==> src/hdl/pin_lock_byte_controller_top_macros.svh <==
// ----------------------------------------------------------------------------
// PIN lock byte controller assertion macros
// Concurrent assertion wrappers that compile away when SYNTHESIS is defined.
// ----------------------------------------------------------------------------
`ifndef PIN_LOCK_BYTE_CONTROLLER_TOP_MACROS_SVH
`define PIN_LOCK_BYTE_CONTROLLER_TOP_MACROS_SVH

`ifndef SYNTHESIS
// Same-cycle implication, disabled while reset is asserted.
`define PLC_ASSERT_IMPLY(label, clk, rst_n, ante, cons) \
    label: assert property (@(posedge clk) disable iff (!(rst_n)) (ante) |-> (cons)) \
        else $error("plc assertion failed: same-cycle implication");
// Next-cycle implication, disabled while reset is asserted.
`define PLC_ASSERT_NEXT(label, clk, rst_n, ante, cons) \
    label: assert property (@(posedge clk) disable iff (!(rst_n)) (ante) |=> (cons)) \
        else $error("plc assertion failed: next-cycle implication");
`else
`define PLC_ASSERT_IMPLY(label, clk, rst_n, ante, cons)
`define PLC_ASSERT_NEXT(label, clk, rst_n, ante, cons)
`endif

`endif

==> src/hdl/plc_pkg.sv <==
// ----------------------------------------------------------------------------
// PIN lock byte controller package
// Shared constants and types for the PIN lock byte controller.
// ----------------------------------------------------------------------------
`timescale 1ns / 1ps

package plc_pkg;

    // Number of bytes in one PIN.
    localparam int PIN_BYTES = 4;
    // Width of the byte position counter inside one PIN group.
    localparam int POS_W = (PIN_BYTES > 1) ? $clog2(PIN_BYTES) : 1;

    localparam int BYTE_W  = 8;
    localparam int LIMIT_W = 4;

    // Command bytes accepted while idle.
    localparam logic [BYTE_W-1:0] CMD_CHECK = 8'h01;
    localparam logic [BYTE_W-1:0] CMD_SET   = 8'h02;

    // Every PIN byte resets to the character '0'.
    localparam logic [BYTE_W-1:0] PIN_RESET_BYTE = 8'h30;

    // Attempt limit after reset.
    localparam logic [LIMIT_W-1:0] LIMIT_RESET = 4'd3;

    typedef enum logic [1:0] {
        MODE_IDLE  = 2'd0,
        MODE_CHECK = 2'd1,
        MODE_SET   = 2'd2
    } t_mode;

    typedef logic [BYTE_W-1:0] t_byte;

endpackage

==> src/hdl/pin_lock_byte_controller_top.sv <==
// ----------------------------------------------------------------------------
// PIN lock byte controller
// Command decoder and PIN compare/store engine driven by received serial bytes.
// ----------------------------------------------------------------------------
// Results: the last byte of a group is held in the input register; its result
// is loaded into the result register when that byte is processed.
// Throughput: one byte per cycle; the input register is held only when the
// byte would produce a result and the result register is full and stalled.
// Reset (i_rst_n low, synchronous): idle mode, failure count zero, PIN set to
// four '0' characters, attempt limit 3, both pipeline registers empty.
`timescale 1ns / 1ps
`include "pin_lock_byte_controller_top_macros.svh"

module pin_lock_byte_controller_top (
    input  logic                         i_clk,
    input  logic                         i_rst_n,
    // Byte input channel.
    input  logic                         i_in_valid,
    output logic                         o_in_stall,
    input  logic [plc_pkg::BYTE_W-1:0]   i_rx_byte,
    // Result output channel.
    output logic                         o_out_valid,
    input  logic                         i_out_stall,
    output logic                         o_reply_byte,
    output logic                         o_unlock_event,
    output logic                         o_alarm_event,
    // Configuration write channel for the attempt limit.
    input  logic                         i_cfg_valid,
    output logic                         o_cfg_ready,
    input  logic [plc_pkg::LIMIT_W-1:0]  i_cfg_data
);
    import plc_pkg::*;

    // ------------------------------------------------------------------
    // Registers
    // ------------------------------------------------------------------
    // Input register: one received byte waiting to be decoded.
    logic               r_in_vld;
    t_byte              r_in_byte;

    // Controller state.
    t_mode              r_mode,      n_mode;
    logic [POS_W-1:0]   r_pos,       n_pos;
    logic               r_mis,       n_mis;
    logic [LIMIT_W-1:0] r_fail,      n_fail;
    t_byte              r_pin [PIN_BYTES];
    t_byte              n_pin [PIN_BYTES];
    logic [LIMIT_W-1:0] r_limit;

    // Result register.
    logic               r_out_vld;
    logic               r_reply;
    logic               r_unlock;
    logic               r_alarm;

    // Decision outputs for the byte held in the input register.
    logic               n_res;
    logic               n_reply;
    logic               n_unlock;
    logic               n_alarm;

    logic               out_free;
    logic               proc_go;
    logic               in_accept;
    logic               last_byte;
    logic               mis_now;
    logic [LIMIT_W-1:0] fail_inc;

    // ------------------------------------------------------------------
    // Handshake
    // ------------------------------------------------------------------
    // The result register can take a new transaction when it is empty or
    // its current transaction leaves this cycle. A byte that produces no
    // result never waits on the output side.
    assign out_free   = !r_out_vld || !i_out_stall;
    assign proc_go    = r_in_vld && (out_free || !n_res);
    assign o_in_stall = r_in_vld && !proc_go;
    assign in_accept  = i_in_valid && !o_in_stall;

    // The limit register is always writable.
    assign o_cfg_ready = 1'b1;

    always_ff @(posedge i_clk) begin
        if (!i_rst_n) begin
            r_in_vld <= 1'b0;
        end else if (in_accept) begin
            r_in_vld <= 1'b1;
        end else if (proc_go) begin
            r_in_vld <= 1'b0;
        end
    end

    always_ff @(posedge i_clk) begin
        if (in_accept) begin
            r_in_byte <= i_rx_byte;
        end
    end

    always_ff @(posedge i_clk) begin
        if (!i_rst_n) begin
            r_limit <= LIMIT_RESET;
        end else if (i_cfg_valid && o_cfg_ready) begin
            r_limit <= i_cfg_data;
        end
    end

    // ------------------------------------------------------------------
    // Decision logic
    // ------------------------------------------------------------------
    // The last byte of a PIN group closes the group; a mismatch on any byte
    // of the group is remembered until then. The failure test uses >= so a
    // limit of zero behaves like one and a lowered limit fires on the next miss.
    assign last_byte = (r_pos == POS_W'(PIN_BYTES - 1));
    assign mis_now   = r_mis || (r_pin[r_pos] != r_in_byte);
    assign fail_inc  = r_fail + LIMIT_W'(1);

    always_comb begin
        n_mode   = r_mode;
        n_pos    = r_pos;
        n_mis    = r_mis;
        n_fail   = r_fail;
        n_pin    = r_pin;
        n_res    = 1'b0;
        n_reply  = 1'b0;
        n_unlock = 1'b0;
        n_alarm  = 1'b0;

        case (r_mode)
            MODE_CHECK: begin
                if (!last_byte) begin
                    n_pos = r_pos + POS_W'(1);
                    n_mis = mis_now;
                end else begin
                    n_pos = '0;
                    n_res = 1'b1;
                    if (mis_now) begin
                        n_mis = 1'b0;
                        if (fail_inc >= r_limit) begin
                            n_fail  = '0;
                            n_mode  = MODE_IDLE;
                            n_alarm = 1'b1;
                        end else begin
                            n_fail = fail_inc;
                        end
                    end else begin
                        n_fail   = '0;
                        n_mode   = MODE_IDLE;
                        n_reply  = 1'b1;
                        n_unlock = 1'b1;
                    end
                end
            end
            MODE_SET: begin
                n_pin[r_pos] = r_in_byte;
                if (!last_byte) begin
                    n_pos = r_pos + POS_W'(1);
                end else begin
                    n_pos   = '0;
                    n_mode  = MODE_IDLE;
                    n_res   = 1'b1;
                    n_reply = 1'b1;
                end
            end
            default: begin
                // Idle: only the two command bytes leave this mode.
                n_mode = MODE_IDLE;
                n_pos  = '0;
                n_mis  = 1'b0;
                if (r_in_byte == CMD_CHECK) begin
                    n_mode = MODE_CHECK;
                end else if (r_in_byte == CMD_SET) begin
                    n_mode = MODE_SET;
                end
            end
        endcase
    end

    // ------------------------------------------------------------------
    // State registers
    // ------------------------------------------------------------------
    always_ff @(posedge i_clk) begin
        if (!i_rst_n) begin
            r_mode <= MODE_IDLE;
            r_pos  <= '0;
            r_mis  <= 1'b0;
            r_fail <= '0;
            for (int k = 0; k < PIN_BYTES; k++) begin
                r_pin[k] <= PIN_RESET_BYTE;
            end
        end else if (proc_go) begin
            r_mode <= n_mode;
            r_pos  <= n_pos;
            r_mis  <= n_mis;
            r_fail <= n_fail;
            r_pin  <= n_pin;
        end
    end

    // ------------------------------------------------------------------
    // Result register
    // ------------------------------------------------------------------
    always_ff @(posedge i_clk) begin
        if (!i_rst_n) begin
            r_out_vld <= 1'b0;
        end else if (out_free) begin
            r_out_vld <= proc_go && n_res;
        end
    end

    always_ff @(posedge i_clk) begin
        if (proc_go && n_res) begin
            r_reply  <= n_reply;
            r_unlock <= n_unlock;
            r_alarm  <= n_alarm;
        end
    end

    assign o_out_valid    = r_out_vld;
    assign o_reply_byte   = r_reply;
    assign o_unlock_event = r_unlock;
    assign o_alarm_event  = r_alarm;

    // ------------------------------------------------------------------
    // Assertions
    // ------------------------------------------------------------------
    `PLC_ASSERT_IMPLY(a_unlock_alarm_excl, i_clk, i_rst_n,
                      o_out_valid, !(o_unlock_event && o_alarm_event))
    `PLC_ASSERT_IMPLY(a_unlock_replies_one, i_clk, i_rst_n,
                      o_out_valid && o_unlock_event, o_reply_byte)
    `PLC_ASSERT_NEXT(a_unlock_to_idle, i_clk, i_rst_n,
                     proc_go && n_unlock, (r_mode == MODE_IDLE) && (r_fail == '0))
    `PLC_ASSERT_IMPLY(a_idle_pos_zero, i_clk, i_rst_n, r_mode == MODE_IDLE, r_pos == '0)

endmodule

==> config.mk <==
export PLATFORM = sky130hd
export DESIGN_NAME = pin_lock_byte_controller_top
export DESIGN_NICKNAME = d
export VERILOG_FILES = /design/src/hdl/plc_pkg.sv /design/src/hdl/pin_lock_byte_controller_top.sv
export VERILOG_INCLUDE_DIRS = /design/src /design/src/hdl
export SDC_FILE = /design/constraint.sdc
export NUM_CORES = 1
export LEC_CHECK = 0
export ABC_AREA = 1
export BUFFER_PORTS_ARGS = -buffer_cell sky130_fd_sc_hd__clkbuf_2
export CORE_MARGIN = 8
export CORE_UTILIZATION = 60
export CTS_CLUSTER_SIZE = 30
export DETAILED_ROUTE_END_ITERATION = 8
export HOLD_SLACK_MARGIN = 0.15
export PLACE_DENSITY_LB_ADDON = 0.08
export SETUP_SLACK_MARGIN = 0.2
export SYNTH_ARGS = -nofsm -noshare
export SYNTH_HDL_FRONTEND = slang
export SYNTH_SLANG_ARGS = --single-unit
export TNS_END_PERCENT = 100
==> constraint.sdc <==
create_clock -name i_clk -period 4 [get_ports i_clk]
set_clock_uncertainty 0.15 [all_clocks]
set_input_delay 0 -clock i_clk [delete_from_list [all_inputs] [get_ports i_clk]]
set_output_delay 0 -clock i_clk [all_outputs]
set_load 0.03 [all_outputs]
==> qor.yml <==
timing:
  setup_viol: 0
  final.min_clock_period_ns: 3.24
  drv_slew: 0
  fin_setup_tns_ns: 0
  rsz0062_at_grt: "false"
  finalHoldViolCount: 0
  worst_pin_slew_ns: 0.785
  fmax_mhz: 309
  timing.final.crit_share_pct: 81.0
  timing.slew.headroom_pct: 47.6
power_and_ir_drop:
  leakagePower_nw: 1.49
  powerDensity_mw_per_mm2: 386
  power_w: 0.00130
  max-vdd-ir-drop_uv: 292
drt:
  vias: 2495
  postRouteAntennaNets: 0
  wl_per_cell_um: 13.4
  vias_per_cell: 5.34
  drtIter0Drc: 218
  wl_um: 6240
  remaining_drc_errors: 0
  drtPass1Iterations: 5
grt:
  overflow: 0
  grt_antenna_before_repair: 0
  grt_max_degree: 35
  grt_pass1_vias: 2272
  track_usage_pct: 18.7
  grt_pass1_wl_um: 10700
synthesis:
  yosys-top-cells-area: "dfxtp_1, nand2_1, edfxtp_1, a21oi_1, nand3_1"
  syn_avg_cell_area_um2: 7.83
  async_reset_ff_share_pct: 0
  yosys.area.top_type_share_pct: 33.0
  ys_types: 34
  synthCells: 364
  ys_seq_elements: 58
  synth_edf_count: 11
  yosys.area.top_type: "dfxtp_1"
  synth.yosys.seq_area_share_pct: 44.6
  ys.flop_type: "dfxtp_1"
  synth_fp_nets: 392
  syn_area_mm2: 0.00285
  synthesis.yosys.warnings: 0
clock_tree:
  clkLatencyLatePin_ns: 0.34
  clk_path_buf_depth: 2
  cts-buffers-inserted: 9
  post_cts_buffers: 0
  cts_max_level: 3
  cts_tree: "built"
  hold_buffers: 25
  cts_resized: 0
  cts-root-buf: "clkbuf_8"
  cts.sinks: 58
  clk_pin_slew_worst_paths_ns: 0.06
floorplan:
  die_x_um: 84.9
  initial_core_util_pct: 61.2
  coreArea_mm2: 0.00466
  ios: 23
  dieArea_mm2: 0.00721
  core.rowCount: 25
  fp.dieH_um: 84.9
worst_hold_path:
  hp-start: "i_rx_byte[2]"
  hp-class: "primary input to register"
run:
  maxCapViolCount: 0
cells_and_area:
  fill_cells: 373
  fin_nets: 436
  seqCellArea_mm2: 0.00127
  multi_input_area_mm2: 0.00133
  fin_cells: 467
  antenna_cells: 0
  area_growth_pct: 18.7
  drive_above_1_share_pct: 15.3
critical_path:
  cp-start-kind: "register"
  crit_family: "buffers and inverters"
  cp-end-kind: "register"
  cp.arrival_ns: 3.31
  startpoint: "r_pos[0]"
  cp_max_fo: 20
  crit_required_ns: 4.07
  cp_slowest_cell: "dfxtp_1"
  path_buf_inv: 5
  critical_path_class: "register to register"
  reg2reg_from: "r_pos[0]"
  critPathMaxStageDelay_ns: 0.83
  crit_chain: "ha_1 -> inv_2 -> nor3_2 -> inv_1 -> nor2_1 -> inv_1 -> nand2_1 -> dlygate4sd3_1 -> a21oi_1 -> dlygate4sd3_1"
outcome:
  status: "finished, final reports clean"
placed_design:
  gp_congestion: 0.809
  numPlacedInstances: 426
  port_buffers: 21
  post-dp-hpwl_um: 4210
-- where the power goes --
group / internal (W) / switching, W
logic: 0.0000581 / 0.0000829
registers: 0.000612 / 0.0000205
clock network: 0.000309 / 0.000222
-- cell families (layout without fill, tap and decap cells) --
group	after synthesis	after routing	share of synthesized area (%)
AO/OA/AOI/OAI	70	70	13.3
other	1	1	0.132
AND/OR/NAND/NOR	168	168	27.1
XOR/XNOR	3	3	1.19
adder cells (fa/ha/maj)	11	11	4.83
buffers and inverters	53	102	8.78
flip-flops	58	58	44.6
-- layer usage --
layer,global-route usage (%),vias up,wire [um]
met5,0,-,0
met4,7.77,0,77
met3,5.41,6,396
met2,27.7,62,2760
met1,24.7,1144,3010
li1,-,1283,-
-- area by class of cell --
cell class	count	area share, %
Inverter	40	4.66
Multi-Input combinational cell	253	39.3
Sequential cell	58	37.6
Timing Repair Buffer	46	10.5
Clock buffer	15	5.81
Tap cell	54	2.00
Clock inverter	1	0.148
-- worst reg2reg max path: stages, from the launching register on --
cell           delay [ns]
dfxtp_1              0.83
ha_1                 0.39
inv_2                0.06
nor3_2               0.17
inv_1                0.06
nor2_1               0.14
inv_1                0.07
nand2_1              0.07
dlygate4sd3_1        0.55
a21oi_1              0.06
dlygate4sd3_1        0.57
-- flip-flops by register name, summed over array words and instances, names as in the netlist --
signal          count
r_pin              32
r_in_byte           8
r_fail              4
r_limit             4
r_mode              2
r_pos               2
o_alarm_event       1
o_out_valid         1
o_reply_byte        1
o_unlock_event      1
r_in_vld            1
r_mis               1
-- cell usage in the layout, fill, tap and decap left out, types with 11 or more instances in the layout --
cell           instances
nand2_1               89
dfxtp_1               47
a21oi_1               38
inv_1                 36
nand3_1               30
dlygate4sd3_1         25
nor2_1                22
o21ai_0               21
clkbuf_2              21
clkbuf_8              14
ha_1                  11
edfxtp_1              11
-- metrics by stage --
stage	util (%)	setup WS, ns	cell area (um2)	hold WS (ns)
2_1_floorplan	-	1.86	2850	-0.0511
3_3_place_gp	62.9	1.56	2930	0.0272
3_5_place_dp	62.9	1.46	2930	0.0288
4_1_cts	72.6	0.796	3380	0.207
5_1_grt	72.6	0.497	3380	0.214
6_report	72.6	0.761	3380	0.221
-- path summary, 6_finish.rpt --
kind / cells after the start / endpoint / slack, ns
min reg2reg: 2 / r_pin[26] / 0.32
max reg2reg: 10 / r_in_vld / 0.76
max: 10 / r_in_vld / 0.76
min: 2 / r_in_byte[2] / 0.22
-- cells in the mapped netlist (3+ instances only) --
master,n
nand2_1,89
edfxtp_1,11
nor2_1,22
nand2_2,9
dfxtp_1,47
inv_1,36
nand3_2,7
nand3_1,30
buf_4,4
ha_1,11
a21oi_1,38
o21ai_1,4
o21ai_0,21
clkbuf_1,3
nor3_1,4
o211ai_1,4
Note: power is estimated with default switching activity, not from simulation.
